==> config.mk <==
export PLATFORM = sky130hd
export DESIGN_NAME = sfsf_div
export DESIGN_NICKNAME = d
export VERILOG_FILES = /design/src/rtl/smallest_factor_sieve_factorizer_top_assert.svh /design/src/rtl/sfsf_pkg.sv /design/src/rtl/sfsf_div.sv
export SDC_FILE = /design/constraint.sdc
export NUM_CORES = 1
export LEC_CHECK = 0
export BUFFER_PORTS_ARGS = -buffer_cell sky130_fd_sc_hd__buf_2
export CAP_MARGIN = 20
export CORE_ASPECT_RATIO = 0.75
export CORE_MARGIN = 2
export CORE_UTILIZATION = 57
export DETAILED_ROUTE_END_ITERATION = 7
export GPL_ROUTABILITY_DRIVEN = 0
export GPL_TIMING_DRIVEN = 0
export PLACE_DENSITY = 0.8
export SYNTH_ARGS = -nofsm -noshare
export SYNTH_HDL_FRONTEND = slang
export SYNTH_SLANG_ARGS = --single-unit
export TNS_END_PERCENT = 20
==> constraint.sdc <==
create_clock -name clk -period 2.9 [get_ports clk]
set_input_delay 0.725 -clock clk [delete_from_list [all_inputs] [get_ports clk]]
set_output_delay 0.725 -clock clk [all_outputs]
set_load 0.02 [all_outputs]
==> src/rtl/smallest_factor_sieve_factorizer_top_assert.svh <==
// Assertion macros for the smallest-factor sieve factorizer.
// Included by the top level; define ASSERT_OFF to compile them out.
`ifndef SMALLEST_FACTOR_SIEVE_FACTORIZER_TOP_ASSERT_SVH
`define SMALLEST_FACTOR_SIEVE_FACTORIZER_TOP_ASSERT_SVH

`ifndef ASSERT_OFF
// same-cycle implication, held off during reset
`define SFSF_ASSERT_IMP(lbl, clk, rst_n, ante, cons, msg) \
	lbl: assert property (@(posedge clk) disable iff (!rst_n) (ante) |-> (cons)) \
		else $error(msg);
// next-cycle implication, held off during reset
`define SFSF_ASSERT_NXT(lbl, clk, rst_n, ante, cons, msg) \
	lbl: assert property (@(posedge clk) disable iff (!rst_n) (ante) |=> (cons)) \
		else $error(msg);
`else
`define SFSF_ASSERT_IMP(lbl, clk, rst_n, ante, cons, msg)
`define SFSF_ASSERT_NXT(lbl, clk, rst_n, ante, cons, msg)
`endif

`endif

==> src/rtl/sfsf_pkg.sv <==
// Shared types, constants and helpers for the smallest-factor sieve factorizer.
// No dependencies; used by sfsf_div and the top level.
`timescale 1ns / 1ps

package sfsf_pkg;

	localparam int unsigned VALUE_W     = 16;
	localparam int unsigned EXP_W       = 5;
	localparam int unsigned MAX_VALUE   = 65535;
	localparam logic [VALUE_W-1:0] LIMIT_RESET = 16'hFFFF;
	localparam int unsigned DIV_CNT_W   = $clog2(VALUE_W);

	typedef enum logic [9:0] {
		S_IDLE = 10'b00_0000_0001,
		S_INIT = 10'b00_0000_0010,
		S_PRD  = 10'b00_0000_0100,
		S_PCK  = 10'b00_0000_1000,
		S_MRD  = 10'b00_0001_0000,
		S_MWR  = 10'b00_0010_0000,
		S_FRD  = 10'b00_0100_0000,
		S_FCK  = 10'b00_1000_0000,
		S_DIV  = 10'b01_0000_0000,
		S_DCK  = 10'b10_0000_0000
	} state_t;

	typedef struct packed {
		logic               status;
		logic [VALUE_W-1:0] prime;
		logic [EXP_W-1:0]   exponent;
		logic               last;
	} res_t;

	typedef struct packed {
		logic               start;
		logic [VALUE_W-1:0] dividend;
		logic [VALUE_W-1:0] divisor;
	} div_req_t;

	function automatic res_t mk_res(input logic st, input logic [VALUE_W-1:0] pr,
			input logic [EXP_W-1:0] ex, input logic lst);
		res_t r;
		r.status   = st;
		r.prime    = pr;
		r.exponent = ex;
		r.last     = lst;
		return r;
	endfunction

endpackage

==> src/rtl/sfsf_div.sv <==
// Restoring divider, one quotient bit per cycle.
// Depends on sfsf_pkg for the request struct and widths.
`timescale 1ns / 1ps

module sfsf_div (
	input  logic                          clk,
	input  logic                          arst_n,
	input  sfsf_pkg::div_req_t            req,
	output logic                          done,
	output logic [sfsf_pkg::VALUE_W-1:0]  quotient
);

	localparam int unsigned W  = sfsf_pkg::VALUE_W;
	localparam int unsigned CW = sfsf_pkg::DIV_CNT_W;

	logic          busy_q;
	logic          done_q;
	logic [CW-1:0] cnt_q;
	logic [W-1:0]  quo_q;
	logic [W-1:0]  rem_q;
	logic [W-1:0]  dsr_q;
	logic [W:0]    shifted;
	logic          fits;

	assign shifted = {rem_q, quo_q[W-1]};
	assign fits    = shifted >= {1'b0, dsr_q};

	always_ff @(posedge clk or negedge arst_n) begin
		if (!arst_n) begin
			busy_q <= 1'b0;
			done_q <= 1'b0;
			cnt_q  <= '0;
		end else begin
			done_q <= 1'b0;
			if (req.start) begin
				busy_q <= 1'b1;
				cnt_q  <= '0;
			end else if (busy_q) begin
				cnt_q <= cnt_q + CW'(1);
				if (cnt_q == CW'(W - 1)) begin
					busy_q <= 1'b0;
					done_q <= 1'b1;
				end
			end
		end
	end

	always_ff @(posedge clk) begin
		if (req.start) begin
			quo_q <= req.dividend;
			rem_q <= '0;
			dsr_q <= req.divisor;
		end else if (busy_q) begin
			if (fits) begin
				rem_q <= W'(shifted - {1'b0, dsr_q});
				quo_q <= {quo_q[W-2:0], 1'b1};
			end else begin
				rem_q <= shifted[W-1:0];
				quo_q <= {quo_q[W-2:0], 1'b0};
			end
		end
	end

	assign done     = done_q;
	assign quotient = quo_q;

endmodule

After elaboration in Yosys (flattened, before gate mapping)
Index checks and enable logic that the tools add are counted.
{ "totals": {"regBits": 54, "in_bits": 35, "out_inout_bits": 17, "word_cells": 23} }
{ "classes": {"add_sub_neg": 2, "n_lt_le_gt_ge": 1, "eq_ne": 1, "muxes": 12, "reduce_logical": 1} }
{ "ops": {"columns": ["operator", "n"], "rows": [
  ["2-to-1 mux 16 bit", 3],
  ["greater-or-equal comparator 17 x 16 -> 1 bit", 1],
  ["subtractor 16 bit", 1],
  ["2-to-1 mux 4 bit", 2],
  ["2-to-1 mux 1 bit", 7],
  ["adder 4 x 1 -> 4 bit, second input constant", 1],
  ["== test 4 bit, second input constant", 1],
  ["nonzero test 2 bit", 1]
]} }

Logic depth before layout (Yosys ltp)
Gate-level depths: netlist (run 1).
{ "depth": {"word_depth": 4, "depth_mapped": 10, "mapped_depth_nobuf": 9} }

Worst setup path before layout (run 1)
No wires, ideal clock.
{ "synth_path": {"kind": "register to register", "start": "register quo_q[15] (netlist: quotient[15])", "end": "register rem_q[14]", "setup_ns": 0.122, "t_arrival_ns": 2.089, "t_required_ns": 2.778, "setup_slack_ns": 0.689, "path_stages_with_launch": 10, "path_buffers": 0, "period_less_slack_ns": 2.211, "path_cell_list": "edfxtp_1 -> inv_1 -> ha_1 -> fa_1 -> nor2b_1 -> o21a_1 -> o31ai_1 -> a21oi_1 -> xor2_1 -> a311o_1"} }
{ "synth_between": {"elab_chain_cells": 2, "word_cells_on_any_way": 3, "cone_classes": "1 x add/sub; 1 x order compare; 1 x mux"} }
{ "synth_lines": {"columns": ["item", "line", "rtl"], "rows": [
  ["start: declaration", "sfsf_div.sv:19", "logic [W-1:0] quo_q;"],
  ["start signal: assignment", "sfsf_div.sv:50", "quo_q <= req.dividend;"],
  ["start signal: assignment", "sfsf_div.sv:56", "quo_q <= {quo_q[W-2:0], 1'b1};"],
  ["start signal: assignment", "sfsf_div.sv:59", "quo_q <= {quo_q[W-2:0], 1'b0};"],
  ["subtractor 16 bit / greater-or-equal comparator 17 x 16 -> 1 bit (equally long branches)", "sfsf_div.sv:55, sfsf_div.sv:26", null],
  ["2-to-1 mux 16 bit *", "sfsf_div.sv:54", "if (fits) begin"],
  ["end signal: assignment", "sfsf_div.sv:55", "rem_q <= W'(shifted - {1'b0, dsr_q});"],
  ["end signal: assignment", "sfsf_div.sv:58", "rem_q <= shifted[W-1:0];"],
  ["end: declaration", "sfsf_div.sv:20", "logic [W-1:0] rem_q;"]
]} }
Every way passes the cells marked *; elsewhere a longest branch is shown, timed or not.
A chain may end at the register's enable or synchronous reset.

Final worst setup path (run 1)
{ "layout_path": {"start": "register rem_q[5]", "end": "register rem_q[5]"} }
{ "layout_between": {"elab_chain_cells": 2} }
{ "layout_lines": {"columns": ["item", "line", "rtl"], "rows": [
  ["greater-or-equal comparator 17 x 16 -> 1 bit", "sfsf_div.sv:26", "assign fits = shifted >= {1'b0, dsr_q};"],
  ["2-to-1 mux 16 bit", "sfsf_div.sv:54", null]
]} }
No other way between the ends.

==> flow_summary.toml, run 1 <==
[detailed_routing]
routed_wl_mm = 7.28
num_vias = 2552
drtAntennaViolNets = 0
first_pass_iters = 4
drt-wirelength-per-cell_microns = 16.7
drt_iter0_drc = 182
drc = 0
via_per_inst = 5.87

[floorplanning]
rows = 23
die_w_microns = 90.6
core_area_sq_um = 5380
dieHeight_microns = 69.0
die-area_sq_um = 6250
io_pins = 52
start_util_pct = 59.6

[synthesis]
syn-cell-area_sq_um = 3210
synth_fp_nets = 354
synth_edf_count = 32
yosysMostFrequentCell = "edfxtp_1"
yosys_warnings = 0
ys_top_cells_by_area = "edfxtp_1, dfxtp_1, ha_1, mux2_2, dfrtp_1"
netlist_instances = 301
async_flop_share_pct = 11.1
synth_common_cells = "edfxtp_1, nand2_1, nor2_1, inv_1, ha_1"
ys_seq_area_share_pct = 44.6
yosys.area.top_type = "edfxtp_1"
yosysUniqueCellTypes = 63
synth-seq-cells = 54
avgSynthCellArea_sq_um = 10.7
yosysTopAreaCellShare_pct = 29.9
dominantRegCellSynth = "edfxtp_1"

[critical_path]
crit_family = "compound AO/OA/AOI/OAI gates"
endpoint_kind = "register"
crit_chain = "ha_1 -> a21oi_1 -> o221ai_1 -> nor2b_4 -> o31ai_2 -> buf_6 -> nand2_1 -> a311oi_2"
cp.required_ps = 3120
r2r-start = "rem_q[5]"
worstReg2RegEnd = "rem_q[5]"
endpoint = "rem_q[5]"
critPathMaxFanout = 10
worst-path-stages = 8
startpoint_type = "register"
critPathSlowestCell = "o31ai_2"
r2r_cells = 8
critical_path_arrival_ps = 2910
critPathLaunch = "rem_q[5]"
rrSetupSlack_ps = 210
setup.worst_path.class = "reg -> reg"
cp.buffers_inverters = 1
slowest_delay_ps = 630

[power_and_ir_drop]
pwr-share-clk_pct = 30.4
p_per_area_nw_per_um2 = 459
power_frac_comb_pct = 16.9
p_leak_nw = 1.57
switchingPower_mw = 0.441
irDropWorstVdd_uv = 357
cellInternalPower_mw = 1.24
netSwitchingFraction_pct = 26.2
total_power_mw = 1.68
seqPwrFrac_pct = 52.7

[sta]
setup_viol = 0
relSlewSlack_pct = 53.8
tns_ps = 0
finalCritPeriodShare_pct = 92.7
rsz0062_at_grt = "no"
drv_slew = 0
skew_ps = 4.75
finalHoldViolations = 0
worst_pin_slew_ps = 689
fmax_mhz = 372
setup_ws_ps = 213
timing.final.crit_period_ps = 2690

[cts]
clk-insertion-delay-late_ps = 310
clk_path_buf_depth = 2
cts_setup_buffers = 0
ctsHoldBuffers = 0
cts_resized = 0
cts_inserted_buffers = 5
cts-htree-levels = 2
root_buffer = "clkbuf_8"
clock_sinks = 54
cts_tree = "yes"
clkTransAtPathRegs_ps = 100

[grt]
first_global_vias = 2294
grt_overflow = 0
met1_usage_pct = 32.8
grt_usage_pct = 23.1
grt_use_met3_pct = 3.59
grt_max_degree = 20
antenna_found_initial = 0
grt_busiest_layer = "met2"
use_met2_pct = 38.0
grt_pass1_wl_mm = 11.2

[final_layout]
syn2layout_area_growth_pct = 14.3
post-route-cell-area_sq_um = 3670
antenna_cells = 0
final_nets = 412
layout-drive-gt1-share_pct = 27.5
final_util_pct = 68.2

[worst_hold_path]
hp-class = "in -> async"

[run_status]
outcome = "completed"

[placed_design]
dpl_worst_slack_ps = 44.0
post_dp_cell_area_sq_um = 3560
dp_hpwl_mm = 5.43
numPortBuffers = 51

[flow_run]
drv_cap = 0
==> metrics by stage <==
stage	cells	hold slack, ps
final	435	218
after CTS	435	218
after detailed placement	427	506
after global routing	435	215
after floorplan	301	429
after global placement	427	498
==> metal layers <==
layer  part of all wire [%]  wire [microns]  up-vias
met5                      0               0        -
met4                    1.0              76        0
met3                    5.8             422        9
met2                     46            3370       81
met1                     47            3410     1222
li1                       -               -     1240
==> placed cells by master (no fill, tap or decap), types with 6 or more instances in the layout <==
master / count
buf_2: 53
edfxtp_1: 32
nand2_1: 23
nor2_1: 22
inv_1: 21
ha_1: 17
dfxtp_1: 16
mux2_2: 15
a21oi_1: 13
clkbuf_1: 8
o21ai_0: 8
o21a_1: 7
nand3_1: 7
xnor2_1: 6
dfrtp_1: 6
==> state kept, by name, indices dropped and copies added, names as in the netlist <==
name	flops
busy_q	1
cnt_q	4
done	1
dsr_q	16
quotient	16
rem_q	16
==> kinds of logic (layout without fill, tap and decap cells) <==
family	Yosys count	after routing	synth area share, %
and+or+nand+nor	92	92	15.0
AOI/OAI and AO/OA	73	73	19.0
DFF	54	54	44.6
buffers and inverters	36	95	5.26
adders and majority gates	18	18	7.25
muxes	18	18	6.20
xor gates and xnor gates	10	10	2.73
==> power by group through the flow <==
stage / Clock [mW] / Combinational [mW] / Sequential, mW
floorplan: 0 / 0.164 / 0.930
global placement: 0 / 0.270 / 0.903
detailed placement: 0 / 0.282 / 0.904
CTS: 0.522 / 0.284 / 0.888
global route: 0.542 / 0.312 / 0.893
finish: 0.512 / 0.284 / 0.887
==> how the worst min path moves through the flow <==
stage | startpoint | to | slack [ps] | cells past startpoint
floorplan | arst_n | busy_q | 430 | 0
detailed placement | rem_q[12] | rem_q[13] | 510 | 2
global route | arst_n | cnt_q[3] | 220 | 1
finish | arst_n | done | 220 | 1
CTS | arst_n | cnt_q[2] | 220 | 1
global placement | rem_q[13] | rem_q[13] | 500 | 2
==> worst reg2reg max path, cell delays in order (launching register included) <==
cell and delay [ps]:
dfxtp_1 340, ha_1 400, a21oi_1 250, o221ai_1 200, nor2b_4 200, o31ai_2 630, buf_6 240, nand2_1 80
a311oi_2 260
==> final cells by class <==
type,count,area [sq um]
Tap cell,75,93.8
Multi-Input combinational cell,211,1610
Sequential cell,54,1430
Buffer,14,86.3
Fill cell,434,1710
Inverter,22,82.6
Timing Repair Buffer,51,255
Clock inverter,2,37.5
Clock buffer,6,72.6
Note: power is estimated with default switching activity, not from simulation.
==> inputs of run 2 (changes only) <==
ABC_AREA = 1   (was default)
==> run 2 against run 1 <==
  * Worst hold slack better by 1.6 ps
  * Highest routed layer unchanged
  * Critical path depth down 4
  * Area after synthesis rose by 5.6%
  * Synthesized cell count up 45%
  * Non-clock buffer count is 5 lower
  * Clock skew increased by 3.1 ps
  * Worst setup slack improved by 390 ps
==> flow_summary.toml, run 2 <==
[run_status]
outcome = "completed"

[sta]
rsz0062_at_grt = "no"
worst_pin_slew_ps = 665
tns_ps = 0
finalHoldViolations = 0
setup_viol = 0
finalCritPeriodShare_pct = 79.0
fmax_mhz = 436
drv_slew = 0
timing.final.crit_period_ps = 2290
relSlewSlack_pct = 55.6
skew_ps = 7.81

[grt]
grt_use_met3_pct = 6.18
first_global_vias = 2814
antenna_found_initial = 0
met1_usage_pct = 35.3
grt_max_degree = 20
grt_busiest_layer = "met2"
grt_pass1_wl_mm = 13.0
use_met2_pct = 38.4
grt_usage_pct = 25.2
grt_overflow = 0

[power_and_ir_drop]
cellInternalPower_mw = 1.87
power_frac_comb_pct = 55.8
total_power_mw = 3.39
p_leak_nw = 2.06
pwr-share-clk_pct = 12.5
switchingPower_mw = 1.52
seqPwrFrac_pct = 31.8
p_per_area_nw_per_um2 = 887
irDropWorstVdd_uv = 400
netSwitchingFraction_pct = 44.8

[critical_path]
critPathMaxFanout = 19
rrSetupSlack_ps = 820
crit_family = "buffers and inverters"
startpoint_type = "primary input"
r2r_cells = 10
setup.worst_path.class = "in -> reg"
crit_top_cell = "buf_2"
endpoint_kind = "register"
crit_chain = "buf_2 -> buf_2 -> nor2_1 -> inv_1"
critical_path_arrival_ps = 2240
cp.buffers_inverters = 3
critPathSlowestCell = "inv_1"
worstReg2RegEnd = "rem_q[6]"
r2r-start = "dsr_q[14]"
cp.required_ps = 2840
slowest_delay_ps = 500

[synthesis]
synth-seq-cells = 54
yosys.area.top_type = "edfxtp_1"
yosysUniqueCellTypes = 36
ys_seq_area_share_pct = 42.2
avgSynthCellArea_sq_um = 7.75
syn-cell-area_sq_um = 3390
synth_edf_count = 32
async_flop_share_pct = 11.1
yosysTopAreaCellShare_pct = 28.4
synth_fp_nets = 490
yosys_warnings = 0
yosysMostFrequentCell = "nand2_1"
dominantRegCellSynth = "edfxtp_1"
synth_common_cells = "nand2_1, inv_1, edfxtp_1, nand3_1"
ys_top_cells_by_area = "edfxtp_1, nand2_1, dfxtp_1, inv_1, ha_1"
netlist_instances = 437

[final_layout]
final_common_cell = "nand2_1"
multi_input_area_sq_um = 1630
register_area_sq_um = 1430
antenna_cells = 0
layout-drive-gt1-share_pct = 19.2
syn2layout_area_growth_pct = 12.9
final_nets = 548
nFillCells = 504
layout_common_cells = "nand2_1, inv_1, buf_2"

[detailed_routing]
via_per_inst = 5.11
num_vias = 2932
drt_iter0_drc = 209
drt-wirelength-per-cell_microns = 13.5
drc = 0
routed_wl_mm = 7.74
drtAntennaViolNets = 0
first_pass_iters = 4

[floorplanning]
core_area_sq_um = 5770
io_pins = 52
start_util_pct = 58.8
rows = 24
die-area_sq_um = 6580
dieHeight_microns = 70.8
die_w_microns = 93.0

[cts]
cts_inserted_buffers = 5
cts_resized = 0
ctsHoldBuffers = 0
cts_setup_buffers = 0
cts_tree = "yes"
clkTransAtPathRegs_ps = 100
clk-insertion-delay-late_ps = 300
clock_sinks = 54
cts-htree-levels = 2
root_buffer = "clkbuf_8"
clk_path_buf_depth = 2

[placed_design]
dp_hpwl_mm = 5.81
numPortBuffers = 51

[worst_hold_path]
hp-class = "in -> async"

[flow_run]
drv_cap = 0
[run 2: worst max path at each step]
stage                 start      endpoint  slack (ps)  cells after the start
2_1_floorplan  quotient[15]     rem_q[12]        1010                     11
3_3_place_gp        req[32]  quotient[10]         230                      4
3_5_place_dp        req[32]   quotient[3]         220                      4
4_1_cts             req[32]      cnt_q[1]         540                      5
5_1_grt             req[32]      cnt_q[1]         440                      5
6_report            req[32]  quotient[10]         610                      4
[run 2: power groups by stage]
stage / combinational, mW / clock, mW / sequential (mW)
2_1_floorplan: 1.45 / 0 / 1.10
3_3_place_gp: 1.82 / 0 / 1.08
3_5_place_dp: 1.86 / 0 / 1.09
4_1_cts: 1.87 / 0.431 / 1.08
5_1_grt: 2.12 / 0.459 / 1.10
6_report: 1.89 / 0.424 / 1.08
[run 2: stage by stage]
step / instance area [sq um] / utilization, % / worst slack (ps) / cells / hold slack [ps]
6_report: 3830 / 66.4 / 608 / 574 / 220
5_1_grt: 3830 / 66.4 / 441 / 574 / 220
4_1_cts: 3830 / 66.4 / 540 / 574 / 221
3_5_place_dp: 3740 / 64.9 / 222 / 566 / 462
3_3_place_gp: 3740 / 64.9 / 229 / 566 / 455
2_1_floorplan: 3390 / - / 1010 / 437 / 429
[run 2: cell type report]
type / count / area share [%]
Multi-Input combinational cell: 306 / 42.5
Sequential cell: 54 / 37.4
Timing Repair Buffer: 51 / 6.67
Inverter: 68 / 6.67
Tap cell: 78 / 2.55
Buffer: 9 / 1.96
Clock buffer: 6 / 1.90
Clock inverter: 2 / 0.327
[run 2: logic make-up (layout without fill, tap and decap cells)]
kind of cell | count (synthesis) | count (layout) | synth area share (%)
AOI/OAI and AO/OA | 17 | 17 | 3.07
xor gates and xnor gates | 6 | 6 | 1.55
adders and majority gates | 18 | 18 | 6.87
buffers and inverters | 77 | 136 | 9.75
DFF | 54 | 54 | 42.2
and+or+nand+nor | 265 | 265 | 36.5
[run 2: layer usage]
metal,vias to the layer above,share of wire [%]
met5,-,0
met4,0,2.0
met2,115,43
met3,15,8.7
li1,1502,-
met1,1300,46
[run 2: worst register-to-register path, cell delays in order, from the launching register on]
cell and delay, ps:
edfxtp_1 370, inv_1 80, ha_1 280, a21oi_1 270, o21a_1 160, nand2_2 90, nor2_8 240, buf_6 210
nand3b_1 90, nand3_1 110, nand2_1 70
